File: src/rtl/tsgf_pkg.sv
// ----------------------------------------------------------------------------
// tsgf_pkg
// Shared types, codes and helpers of the timed sample gap filler: beat
// structs of both channels, the command passed from front to back end and
// the timestamp pull-back.
// ----------------------------------------------------------------------------
`default_nettype none

package tsgf_pkg;

    // defaults for top-level parameters
    localparam int MAX_FILL_DEF    = 63;
    localparam int QUEUE_DEPTH_DEF = 2;

    // result sample kinds
    localparam logic [1:0] KIND_REAL   = 2'd0;
    localparam logic [1:0] KIND_INTERP = 2'd1;
    localparam logic [1:0] KIND_ZERO   = 2'd2;

    // input beat
    typedef struct packed {
        logic [31:0]        sample_sys_time;
        logic [31:0]        sample_hz_time;
        logic [31:0]        sample_ext_time;
        logic signed [31:0] sample_value;
    } in_beat_t;

    // result beat
    typedef struct packed {
        logic [31:0]        out_sys_time;
        logic [31:0]        out_hz_time;
        logic [31:0]        out_ext_time;
        logic signed [31:0] out_value;
        logic [1:0]         sample_kind;
        logic               gap_clipped;
        logic               last_of_run;
    } out_beat_t;

    // one timestamped sample as held internally
    typedef struct packed {
        logic [31:0] sys;
        logic [31:0] hz;
        logic [31:0] ext;
        logic [31:0] val;
    } datum_t;

    // what the back end has to do for one accepted sample
    typedef enum logic [1:0] {
        CMD_REAL   = 2'd0,
        CMD_INTERP = 2'd1,
        CMD_ZFILL  = 2'd2
    } cmd_kind_t;

    typedef struct packed {
        cmd_kind_t   kind;
        logic        clipped;
        logic [31:0] gap;
        datum_t      prev;
        datum_t      smp;
    } cmd_t;

    // pull hz and ext times back when hz runs ahead of system time
    function automatic datum_t pull_back(datum_t d);
        logic [31:0] diff;
        datum_t      r;
        begin
            r    = d;
            diff = d.hz - d.sys;
            if (d.sys < d.hz) begin
                r.hz  = d.sys;
                r.ext = d.ext - diff;
            end
            return r;
        end
    endfunction

endpackage

`default_nettype wire

File: src/rtl/tsgf_front.sv
// ----------------------------------------------------------------------------
// tsgf_front
// Accepts input beats, drops early samples, snaps on-time samples to the
// slot and classifies the gap; keeps the previous emitted real sample.
// ----------------------------------------------------------------------------
`default_nettype none

module tsgf_front #(
    parameter int MAX_FILL = tsgf_pkg::MAX_FILL_DEF
) (
    input  wire                 aclk,
    input  wire                 aresetn,
    input  wire  [15:0]         sint,
    input  wire                 s_valid,
    output logic                s_ready,
    input  tsgf_pkg::in_beat_t  s_sample,
    input  wire                 q_full,
    output logic                q_push,
    output tsgf_pkg::cmd_t      q_cmd
);
    import tsgf_pkg::*;

    logic        awaiting_first_reg;
    datum_t      prev_reg;

    logic [31:0] sint32;
    logic [31:0] clip_thr;
    logic [31:0] slot;
    logic [31:0] gap;
    logic        accept;
    logic        early;
    logic        on_time;
    logic        one_miss;
    logic        clip;
    datum_t      smp;
    datum_t      smp_pb;

    assign sint32   = {16'd0, sint};
    assign clip_thr = sint32 * 32'(MAX_FILL + 1);

    // slot and gap classification
    assign slot     = prev_reg.sys + sint32;
    assign gap      = s_sample.sample_sys_time - slot;
    assign early    = !awaiting_first_reg && (s_sample.sample_sys_time < slot);
    assign on_time  = gap < sint32;
    assign one_miss = !on_time && (gap < {15'd0, sint, 1'b0});
    assign clip     = !on_time && !one_miss && (gap >= clip_thr);

    // snapped and pulled-back real sample
    always_comb begin
        smp.sys = (awaiting_first_reg || !on_time) ? s_sample.sample_sys_time : slot;
        smp.hz  = s_sample.sample_hz_time;
        smp.ext = s_sample.sample_ext_time;
        smp.val = s_sample.sample_value;
    end
    assign smp_pb = pull_back(smp);

    assign s_ready = !q_full;
    assign accept  = s_valid && s_ready;
    assign q_push  = accept && !early;

    // command for the back end
    always_comb begin
        q_cmd.gap     = gap;
        q_cmd.prev    = prev_reg;
        q_cmd.smp     = smp_pb;
        q_cmd.clipped = !awaiting_first_reg && clip;
        if (awaiting_first_reg || on_time) begin
            q_cmd.kind = CMD_REAL;
        end else if (one_miss) begin
            q_cmd.kind = CMD_INTERP;
        end else begin
            q_cmd.kind = CMD_ZFILL;
        end
    end

    // first-sample flag
    always_ff @(posedge aclk) begin
        if (!aresetn) begin
            awaiting_first_reg <= 1'b1;
        end else if (q_push) begin
            awaiting_first_reg <= 1'b0;
        end
    end

    // previous emitted real sample
    always_ff @(posedge aclk) begin
        if (q_push) begin
            prev_reg <= smp_pb;
        end
    end

    a_first_clears: assert property (@(posedge aclk) disable iff (!aresetn)
        (s_valid && s_ready && awaiting_first_reg) |=> !awaiting_first_reg)
        else $error("first sample did not clear the awaiting flag");

endmodule

`default_nettype wire

File: src/rtl/tsgf_queue.sv
// ----------------------------------------------------------------------------
// tsgf_queue
// Small command queue between front and back end so that each side can
// stall on its own.
// ----------------------------------------------------------------------------
`default_nettype none

module tsgf_queue #(
    parameter int DEPTH = tsgf_pkg::QUEUE_DEPTH_DEF
) (
    input  wire             aclk,
    input  wire             aresetn,
    input  wire             push,
    input  tsgf_pkg::cmd_t  push_cmd,
    output logic            full,
    input  wire             pop,
    output logic            not_empty,
    output tsgf_pkg::cmd_t  head_cmd
);
    import tsgf_pkg::*;

    localparam int IDX_W = $clog2(DEPTH);
    localparam int CNT_W = $clog2(DEPTH + 1);

    cmd_t             mem_reg [DEPTH];
    logic [IDX_W-1:0] wr_ptr_reg;
    logic [IDX_W-1:0] rd_ptr_reg;
    logic [CNT_W-1:0] count_reg;

    assign full      = (count_reg == CNT_W'(DEPTH));
    assign not_empty = (count_reg != '0);
    assign head_cmd  = mem_reg[rd_ptr_reg];

    // storage
    always_ff @(posedge aclk) begin
        if (push) begin
            mem_reg[wr_ptr_reg] <= push_cmd;
        end
    end

    // pointers and fill count
    always_ff @(posedge aclk) begin
        if (!aresetn) begin
            wr_ptr_reg <= '0;
            rd_ptr_reg <= '0;
            count_reg  <= '0;
        end else begin
            if (push) begin
                wr_ptr_reg <= (wr_ptr_reg == IDX_W'(DEPTH - 1)) ? '0 : wr_ptr_reg + IDX_W'(1);
            end
            if (pop) begin
                rd_ptr_reg <= (rd_ptr_reg == IDX_W'(DEPTH - 1)) ? '0 : rd_ptr_reg + IDX_W'(1);
            end
            if (push && !pop) begin
                count_reg <= count_reg + CNT_W'(1);
            end else if (pop && !push) begin
                count_reg <= count_reg - CNT_W'(1);
            end
        end
    end

    a_no_overflow: assert property (@(posedge aclk) disable iff (!aresetn)
        push |-> (!full || pop))
        else $error("command queue overflow");

    a_no_underflow: assert property (@(posedge aclk) disable iff (!aresetn)
        pop |-> not_empty)
        else $error("command queue underflow");

endmodule

`default_nettype wire

File: src/rtl/tsgf_back.sv
// ----------------------------------------------------------------------------
// tsgf_back
// Carries out queued commands: emits the interpolated or zero fills and
// then the real sample into a registered output stage.
// ----------------------------------------------------------------------------
`default_nettype none

module tsgf_back #(
    parameter int MAX_FILL = tsgf_pkg::MAX_FILL_DEF
) (
    input  wire                 aclk,
    input  wire                 aresetn,
    input  wire  [15:0]         sint,
    input  wire                 q_not_empty,
    input  tsgf_pkg::cmd_t      q_cmd,
    output logic                q_pop,
    output logic                m_valid,
    input  wire                 m_ready,
    output tsgf_pkg::out_beat_t m_result
);
    import tsgf_pkg::*;

    localparam int CNT_W = $clog2(MAX_FILL + 1);

    typedef enum logic [3:0] {
        ST_IDLE   = 4'b0001,
        ST_INTERP = 4'b0010,
        ST_ZFILL  = 4'b0100,
        ST_REAL   = 4'b1000
    } back_state_t;

    back_state_t      state_reg, state_next;
    cmd_t             cmd_reg, cmd_next;
    datum_t           fill_reg, fill_next;
    logic [31:0]      rem_reg, rem_next;
    logic [CNT_W-1:0] cnt_reg, cnt_next;
    logic             m_valid_reg, m_valid_next;
    out_beat_t        m_result_reg, m_result_next;

    logic [31:0]      sint32;
    logic             out_free;
    datum_t           fill_raw;
    datum_t           fill_pb;
    datum_t           interp_raw;
    datum_t           interp_pb;
    logic [32:0]      val_sum;
    logic [32:0]      val_adj;
    logic [31:0]      rem_dec;
    logic [CNT_W-1:0] cnt_inc;
    logic             more_fill;

    assign sint32   = {16'd0, sint};
    assign out_free = !m_valid_reg || m_ready;

    // next zero fill, one interval on from the last one
    always_comb begin
        fill_raw.sys = fill_reg.sys + sint32;
        fill_raw.hz  = fill_reg.hz + sint32;
        fill_raw.ext = fill_reg.ext + sint32;
        fill_raw.val = '0;
    end
    assign fill_pb = pull_back(fill_raw);

    // interpolated fill, average truncated toward zero
    assign val_sum = {cmd_reg.prev.val[31], cmd_reg.prev.val}
                   + {cmd_reg.smp.val[31], cmd_reg.smp.val};
    assign val_adj = val_sum + {32'd0, val_sum[32]};
    always_comb begin
        interp_raw.sys = cmd_reg.prev.sys + sint32;
        interp_raw.hz  = cmd_reg.prev.hz + sint32;
        interp_raw.ext = cmd_reg.prev.ext + sint32;
        interp_raw.val = val_adj[32:1];
    end
    assign interp_pb = pull_back(interp_raw);

    // fill loop bookkeeping
    assign rem_dec   = rem_reg - sint32;
    assign cnt_inc   = cnt_reg + CNT_W'(1);
    assign more_fill = (rem_dec >= sint32) && (cnt_inc != CNT_W'(MAX_FILL));

    // sequencer
    always_comb begin
        state_next    = state_reg;
        cmd_next      = cmd_reg;
        fill_next     = fill_reg;
        rem_next      = rem_reg;
        cnt_next      = cnt_reg;
        q_pop         = 1'b0;
        m_result_next = m_result_reg;
        m_valid_next  = m_valid_reg && !m_ready;
        case (state_reg)
            ST_IDLE: begin
                if (q_not_empty) begin
                    q_pop     = 1'b1;
                    cmd_next  = q_cmd;
                    fill_next = q_cmd.prev;
                    rem_next  = q_cmd.gap;
                    cnt_next  = '0;
                    case (q_cmd.kind)
                        CMD_INTERP: state_next = ST_INTERP;
                        CMD_ZFILL:  state_next = ST_ZFILL;
                        default:    state_next = ST_REAL;
                    endcase
                end
            end
            ST_INTERP: begin
                if (out_free) begin
                    m_valid_next               = 1'b1;
                    m_result_next.out_sys_time = interp_pb.sys;
                    m_result_next.out_hz_time  = interp_pb.hz;
                    m_result_next.out_ext_time = interp_pb.ext;
                    m_result_next.out_value    = interp_pb.val;
                    m_result_next.sample_kind  = KIND_INTERP;
                    m_result_next.gap_clipped  = 1'b0;
                    m_result_next.last_of_run  = 1'b0;
                    state_next                 = ST_REAL;
                end
            end
            ST_ZFILL: begin
                if (out_free) begin
                    m_valid_next               = 1'b1;
                    m_result_next.out_sys_time = fill_pb.sys;
                    m_result_next.out_hz_time  = fill_pb.hz;
                    m_result_next.out_ext_time = fill_pb.ext;
                    m_result_next.out_value    = fill_pb.val;
                    m_result_next.sample_kind  = KIND_ZERO;
                    m_result_next.gap_clipped  = cmd_reg.clipped;
                    m_result_next.last_of_run  = 1'b0;
                    fill_next                  = fill_pb;
                    rem_next                   = rem_dec;
                    cnt_next                   = cnt_inc;
                    state_next                 = more_fill ? ST_ZFILL : ST_REAL;
                end
            end
            ST_REAL: begin
                if (out_free) begin
                    m_valid_next               = 1'b1;
                    m_result_next.out_sys_time = cmd_reg.smp.sys;
                    m_result_next.out_hz_time  = cmd_reg.smp.hz;
                    m_result_next.out_ext_time = cmd_reg.smp.ext;
                    m_result_next.out_value    = cmd_reg.smp.val;
                    m_result_next.sample_kind  = KIND_REAL;
                    m_result_next.gap_clipped  = cmd_reg.clipped;
                    m_result_next.last_of_run  = 1'b1;
                    state_next                 = ST_IDLE;
                end
            end
            default: begin
                state_next = ST_IDLE;
            end
        endcase
    end

    // control registers
    always_ff @(posedge aclk) begin
        if (!aresetn) begin
            state_reg   <= ST_IDLE;
            m_valid_reg <= 1'b0;
            cnt_reg     <= '0;
        end else begin
            state_reg   <= state_next;
            m_valid_reg <= m_valid_next;
            cnt_reg     <= cnt_next;
        end
    end

    // working and output payload
    always_ff @(posedge aclk) begin
        cmd_reg      <= cmd_next;
        fill_reg     <= fill_next;
        rem_reg      <= rem_next;
        m_result_reg <= m_result_next;
    end

    assign m_valid  = m_valid_reg;
    assign m_result = m_result_reg;

    a_last_is_real: assert property (@(posedge aclk) disable iff (!aresetn)
        (m_valid_reg && m_result_reg.last_of_run) |-> (m_result_reg.sample_kind == KIND_REAL))
        else $error("last beat of a run is not the real sample");

    a_fill_cap: assert property (@(posedge aclk) disable iff (!aresetn)
        cnt_reg <= CNT_W'(MAX_FILL))
        else $error("zero fill count ran past the cap");

endmodule

`default_nettype wire

File: src/rtl/timed_sample_gap_filler.sv
// ----------------------------------------------------------------------------
// timed_sample_gap_filler
// Regularises timestamped sensor samples to a fixed interval, filling
// missed slots with interpolated or zero-valued samples.
// ----------------------------------------------------------------------------
// Usage
//   s_* : input beats (system, hz, external time and signed value).
//   m_* : result beats; one input gives up to MAX_FILL + 1 of them, the last
//         one flagged by last_of_run. Early samples give none.
//   cfg_*: writes sample_interval (0 acts as 1); always ready, write only
//         while no sample is in flight.
// Timing
//   an input beat is pushed into the command queue in the accept cycle; the
//   back end pops it once idle into its command register, and the first
//   result is then registered in the output stage. The back end takes one
//   item at a time and emits one result per cycle from the fill sequencer
//   while the output is not stalled; the front end keeps taking beats until
//   the command queue is full.
// Reset and stalls
//   reset clears the interval to 1, empties the queue and the output stage
//   and rearms pass-through of the first sample. A stalled m_ready holds
//   the output register; the back end then waits and the queue fills.
// ----------------------------------------------------------------------------
`default_nettype none

module timed_sample_gap_filler #(
    parameter int MAX_FILL    = tsgf_pkg::MAX_FILL_DEF,
    parameter int QUEUE_DEPTH = tsgf_pkg::QUEUE_DEPTH_DEF
) (
    input  wire                 aclk,
    input  wire                 aresetn,
    input  wire                 s_valid,
    output logic                s_ready,
    input  tsgf_pkg::in_beat_t  s_sample,
    output logic                m_valid,
    input  wire                 m_ready,
    output tsgf_pkg::out_beat_t m_result,
    input  wire                 cfg_valid,
    output logic                cfg_ready,
    input  wire  [15:0]         cfg_data
);
    import tsgf_pkg::*;

    logic [15:0] interval_reg;
    logic [15:0] sint;
    logic        q_push;
    logic        q_full;
    logic        q_pop;
    logic        q_not_empty;
    cmd_t        push_cmd;
    cmd_t        head_cmd;

    // interval register
    assign cfg_ready = 1'b1;
    always_ff @(posedge aclk) begin
        if (!aresetn) begin
            interval_reg <= 16'd1;
        end else if (cfg_valid && cfg_ready) begin
            interval_reg <= cfg_data;
        end
    end

    assign sint = (interval_reg == 16'd0) ? 16'd1 : interval_reg;

    tsgf_front #(
        .MAX_FILL (MAX_FILL)
    ) u_front (
        .aclk     (aclk),
        .aresetn  (aresetn),
        .sint     (sint),
        .s_valid  (s_valid),
        .s_ready  (s_ready),
        .s_sample (s_sample),
        .q_full   (q_full),
        .q_push   (q_push),
        .q_cmd    (push_cmd)
    );

    tsgf_queue #(
        .DEPTH (QUEUE_DEPTH)
    ) u_queue (
        .aclk      (aclk),
        .aresetn   (aresetn),
        .push      (q_push),
        .push_cmd  (push_cmd),
        .full      (q_full),
        .pop       (q_pop),
        .not_empty (q_not_empty),
        .head_cmd  (head_cmd)
    );

    tsgf_back #(
        .MAX_FILL (MAX_FILL)
    ) u_back (
        .aclk        (aclk),
        .aresetn     (aresetn),
        .sint        (sint),
        .q_not_empty (q_not_empty),
        .q_cmd       (head_cmd),
        .q_pop       (q_pop),
        .m_valid     (m_valid),
        .m_ready     (m_ready),
        .m_result    (m_result)
    );

endmodule

`default_nettype wire
File: config.mk
export PLATFORM = sky130hd
export DESIGN_NAME = timed_sample_gap_filler
export DESIGN_NICKNAME = d
export VERILOG_FILES = /design/src/rtl/tsgf_pkg.sv /design/src/rtl/tsgf_front.sv /design/src/rtl/tsgf_queue.sv /design/src/rtl/tsgf_back.sv /design/src/rtl/timed_sample_gap_filler.sv
export SDC_FILE = /design/constraint.sdc
export NUM_CORES = 2
export LEC_CHECK = 0
export BUFFER_PORTS_ARGS = -buffer_cell sky130_fd_sc_hd__buf_2
export CORE_ASPECT_RATIO = 1.5
export CORE_MARGIN = 5
export CORE_UTILIZATION = 60
export CTS_BUF_LIST = sky130_fd_sc_hd__clkbuf_2
export DETAILED_ROUTE_END_ITERATION = 16
export PLACE_DENSITY = 0.79
export SLEW_MARGIN = 25
export SYNTH_ARGS = -nofsm -noshare
export SYNTH_HDL_FRONTEND = slang
export SYNTH_SLANG_ARGS = --single-unit
export TNS_END_PERCENT = 100
File: constraint.sdc
create_clock -name aclk -period 70.7 [get_ports aclk]
set_clock_uncertainty 0.2 [all_clocks]
set_input_delay 7.07 -clock aclk [delete_from_list [all_inputs] [get_ports aclk]]
set_output_delay 7.07 -clock aclk [all_outputs]
set_load 0.02 [all_outputs]
==> results list <==
- Overall via count from detail_route: 50300
* Leading area contributor after synthesis: sky130_fd_sc_hd__edfxtp_1
* Drt drc: 0
- Post-route worst setup slack: 54.40 ns
* Register-to-Register Path Depth: 50
- Headroom to the max-slew limit came out at 0.179.
- Clock-pin slew was measured on the worst setup and hold paths at 0.11 ns.
- Clock tree synthesis found a total of 1260 sinks.
- Setup slack on the worst reg-to-reg path comes out at about 57 ns.
- CTS H-tree lvls: 5
* Adder-cell area share of the yosys netlist: 0.104
* Starting DRC count in detailed routing: 4835
- In this run the post-CTS setup repair buffer count came out at 0.
- Synthesis produced 5835 cells.
* Antenna violations before repair: 16
* Nets: between 6000 and 7000
- Unrepaired setup endpoints after global routing: false
- Excluding fillers, the count of instances in the completed layout stands at around 8100.
* Routed wire length per instance: 24.3 um
- Required time worst endpoint: 71.89 ns
- Number of hold-slack violations in the final timing report: 0
- Summed over all layers, the global routing overflow is 0.
* Distinct cell type count after synthesis: 102
* Post-synthesis cell area: 70100 um2
- Share of layout cells above drive strength 1: 0.182
- Placement Setup Slack: 52.92 ns
- In the routed layout, each cell is associated on average with a via count of 6.23.
* Clock Tree Buf Depth: 4
- The count of nets left with antenna violations once routing finished came out at 0.
- Area taken by flip-flops and latches: 37500 um2
* Final count of negative-setup-slack endpoints: 0
* Max Slew Vio Count: 0
* Portion of the post-synthesis area used by sequential elements: 0.535
- Worst Setup Path Type: in -> reg
* # IOs: 284
* Growth of design area from synthesis to finish: 8.59%
- Synthesis produced a netlist with a net count of between 6000 and 7000.
* Worst Hold Endpoint: u_queue.mem_reg[0][179]
* Quantity of hold-fixing buffers added after cts: 0
- The first global-routing pass estimated a little under 300000 um of wire.
* Multiplexer share of the synthesized area: 0.0569
- Of the total synthesized cell area, the portion taken by XOR and XNOR cells is 0.0598.
- Commonest non-fill, non-tap cells in the layout: sky130_fd_sc_hd__edfxtp_1 (1227), sky130_fd_sc_hd__nand2_1 (425), sky130_fd_sc_hd__clkbuf_2 (422), sky130_fd_sc_hd__nor2_1 (387), sky130_fd_sc_hd__ha_1 (360)
- In this run, CTS created clock tree buffers numbering 312.
- Of all flip-flops after synthesis, the portion carrying an async set or reset was 0.
- Compound-cell area share of the yosys netlist: 0.119
- Startpoint Class: input port
- For this design, the slowest cell found on the critical path is sky130_fd_sc_hd__o21ai_1.
* Fill count: 8868
* RR Startpoint: interval_reg[5]
* Maximum capacitance violations: 0
- Type of the most critical hold path: reg -> reg
- # placed instances: between 7000 and 8000
- Total of flip-flops plus latches after synthesis: 1260
- In the global route stage, overall resource usage came out at 0.309.
- The register with the most flip-flops in the layout has 582 of them.
- Synth top area cells: sky130_fd_sc_hd__edfxtp_1 (53%), sky130_fd_sc_hd__ha_1 (6.4%), sky130_fd_sc_hd__mux2_2 (4.6%)
- After synthesis, the largest family of logic cells by area is compound AO/OA/AOI/OAI gates.
- Arr. time, crit path: 17.48 ns
- The worst setup path is captured at a flip-flop.
- Max frequency: 0.0614 GHz
* Number of warning messages in the yosys log: 0
- Peak ir drop on the vdd network: 0.0460 mV
- In the finished design, the share of the clock period the worst path needs comes to 0.230.
- Count of input and output buffers: 282
- TritonRoute pass-1 iters: 9
- Area of the core: 116000 um2
- Number of standard-cell rows in the floorplan: 153
- For this run, the leading register cell type out of synthesis is sky130_fd_sc_hd__edfxtp_1.
- Leakage component of the power: 29.2 nW
- The floorplan step set the die width to 289 um.
- After clock tree synthesis, the repair step resized 0 gates.
- Dpl hpwl: 144000 um
- Post-synthesis simple-gate area fraction: 0.0979
- After layout, the minimum clock period comes to around 16 ns.
* Clock tree from TritonCTS: built
- Die Span Y: ~430 um
* Top-area cell type share of the netlist area: 0.525
- The congestion estimate from routability-driven global placement came to 0.997.
* Hold_sp: u_front.q_cmd[179]
* Maximum number of pins on one net before global-route repair: 83
- R2r endpoint: u_queue.mem_reg[0][60]
- The via count of the first global-routing pass is 51400.
- Starting utilization of the core area: 0.605
- After synthesis, the mean cell area works out to 12.0 um2.
- Counting flops with a built-in enable in the synthesized netlist gives 1227.
- Setup total negative slack on the finished layout was measured at 0 ns.
- The clock reaches the later pin of the worst-skew pair after 1.74 ns.
- For this run, the slowest stage of the critical path takes about 0.67 ns.
* Routed Wire Length: between 150000 and 200000 um
* Ratio of total power to cell area: 54.3 nW/um2
- Outcome: finished clean
- The cell sitting at the root of the clock tree is a sky130_fd_sc_hd__clkbuf_2.
* Number of cells on the worst hold path: 0
* Die ar.: 124000 um2
* Worst slew pin tran: 1.22 ns
- Most common library cell in the layout ignoring fill and taps: sky130_fd_sc_hd__edfxtp_1
* Worst Path Max Fanout: 22
- The multi-input combinational cells in the finished layout cover a total of 30800 um2.
per-layer routing:
layer	share of wire	global-route usage	up-vias	routed length [um]
met5	0.000097	0	-	19
met3	0.079	0.0547	573	15500
met4	0.062	0.169	4	12200
met1	0.37	0.380	24400	73200
met2	0.49	0.518	2437	95200
li1	-	-	22900	-
cell families after synthesis:
kind of cell	count (synthesis)
fa+ha+maj	532
compound gates	1266
mux	363
xor+xnor	470
flops	1260
buf+inv	518
other cells	1
simple gates	1425
cell usage after synthesis, types with 19 or more instances:
library cell and n:
sky130_fd_sc_hd__a211oi_1 40, sky130_fd_sc_hd__a21o_1 121, sky130_fd_sc_hd__a21oi_1 322, sky130_fd_sc_hd__a221oi_1 19, sky130_fd_sc_hd__a22oi_1 43, sky130_fd_sc_hd__a31oi_1 34
sky130_fd_sc_hd__and2_1 47, sky130_fd_sc_hd__and3_1 44, sky130_fd_sc_hd__clkbuf_1 176, sky130_fd_sc_hd__dfxtp_1 33, sky130_fd_sc_hd__edfxtp_1 1227, sky130_fd_sc_hd__fa_1 103
sky130_fd_sc_hd__ha_1 360, sky130_fd_sc_hd__inv_1 304, sky130_fd_sc_hd__maj3_1 67, sky130_fd_sc_hd__mux2_2 284, sky130_fd_sc_hd__mux2i_1 79, sky130_fd_sc_hd__nand2_1 426
sky130_fd_sc_hd__nand2b_1 53, sky130_fd_sc_hd__nand3_1 105, sky130_fd_sc_hd__nand4_1 51, sky130_fd_sc_hd__nor2_1 391, sky130_fd_sc_hd__nor2b_1 74, sky130_fd_sc_hd__nor3_1 77
sky130_fd_sc_hd__nor4_1 27, sky130_fd_sc_hd__o211ai_1 41, sky130_fd_sc_hd__o21a_1 54, sky130_fd_sc_hd__o21ai_0 265, sky130_fd_sc_hd__o21bai_1 37, sky130_fd_sc_hd__o221ai_1 30
sky130_fd_sc_hd__o31ai_1 19, sky130_fd_sc_hd__or3_1 19, sky130_fd_sc_hd__xnor2_1 295, sky130_fd_sc_hd__xor2_1 169
power breakdown:
part	internal, W	switching [W]
sequential	0.00113	0.000109
combinational	0.000937	0.00148
clock	0.000186	0.000290
worst max path at each step:
stage | end | slack, ns | depth (start not counted) | startpoint
final | u_queue.mem_reg[0][60] | 54.40 | 40 | s_sample[97]
after global routing | u_queue.mem_reg[0][60] | 53.75 | 42 | s_sample[96]
after CTS | u_queue.mem_reg[1][60] | 54.71 | 40 | s_sample[97]
after detailed placement | u_front.q_cmd[188] | 52.92 | 40 | s_sample[97]
after global placement | u_front.q_cmd[188] | 52.95 | 40 | s_sample[97]
after floorplan | u_queue.wr_ptr_reg | 39.33 | 18 | s_sample[96]
critical path: cells and delay by family:
family | cells | cell delay, ns
adder cells (fa/ha/maj) | 5 | 1.75
XOR/XNOR | 1 | 0.09
AND/OR/NAND/NOR | 8 | 2.07
AO/OA/AOI/OAI | 22 | 5.91
buffers and inverters | 3 | 0.28
multiplexers | 1 | 0.29
through the flow:
stage | utilization | hold slack [ns] | total power [W] | instance area, um2
after detailed placement | 0.633 | 0.230 | 0.00362 | 73400
after global routing | 0.656 | 0.241 | 0.00440 | 76100
after CTS | 0.656 | 0.246 | 0.00410 | 76100
after global placement | 0.632 | 0.222 | 0.00355 | 73400
after floorplan | - | 0.221 | 0.00300 | 70100
final | 0.657 | 0.231 | 0.00413 | 76200
area by class of cell:
class	count	area share
sequential	1260	0.493
multi-input combinational	4057	0.404
clock buffer	422	0.0277
timing repair buffer	360	0.0267
tap	1550	0.0255
inverter	311	0.0155
clock inverter	93	0.00738
antenna	26	0.000854
No activity file was read; power rests on OpenSTA's default activity.
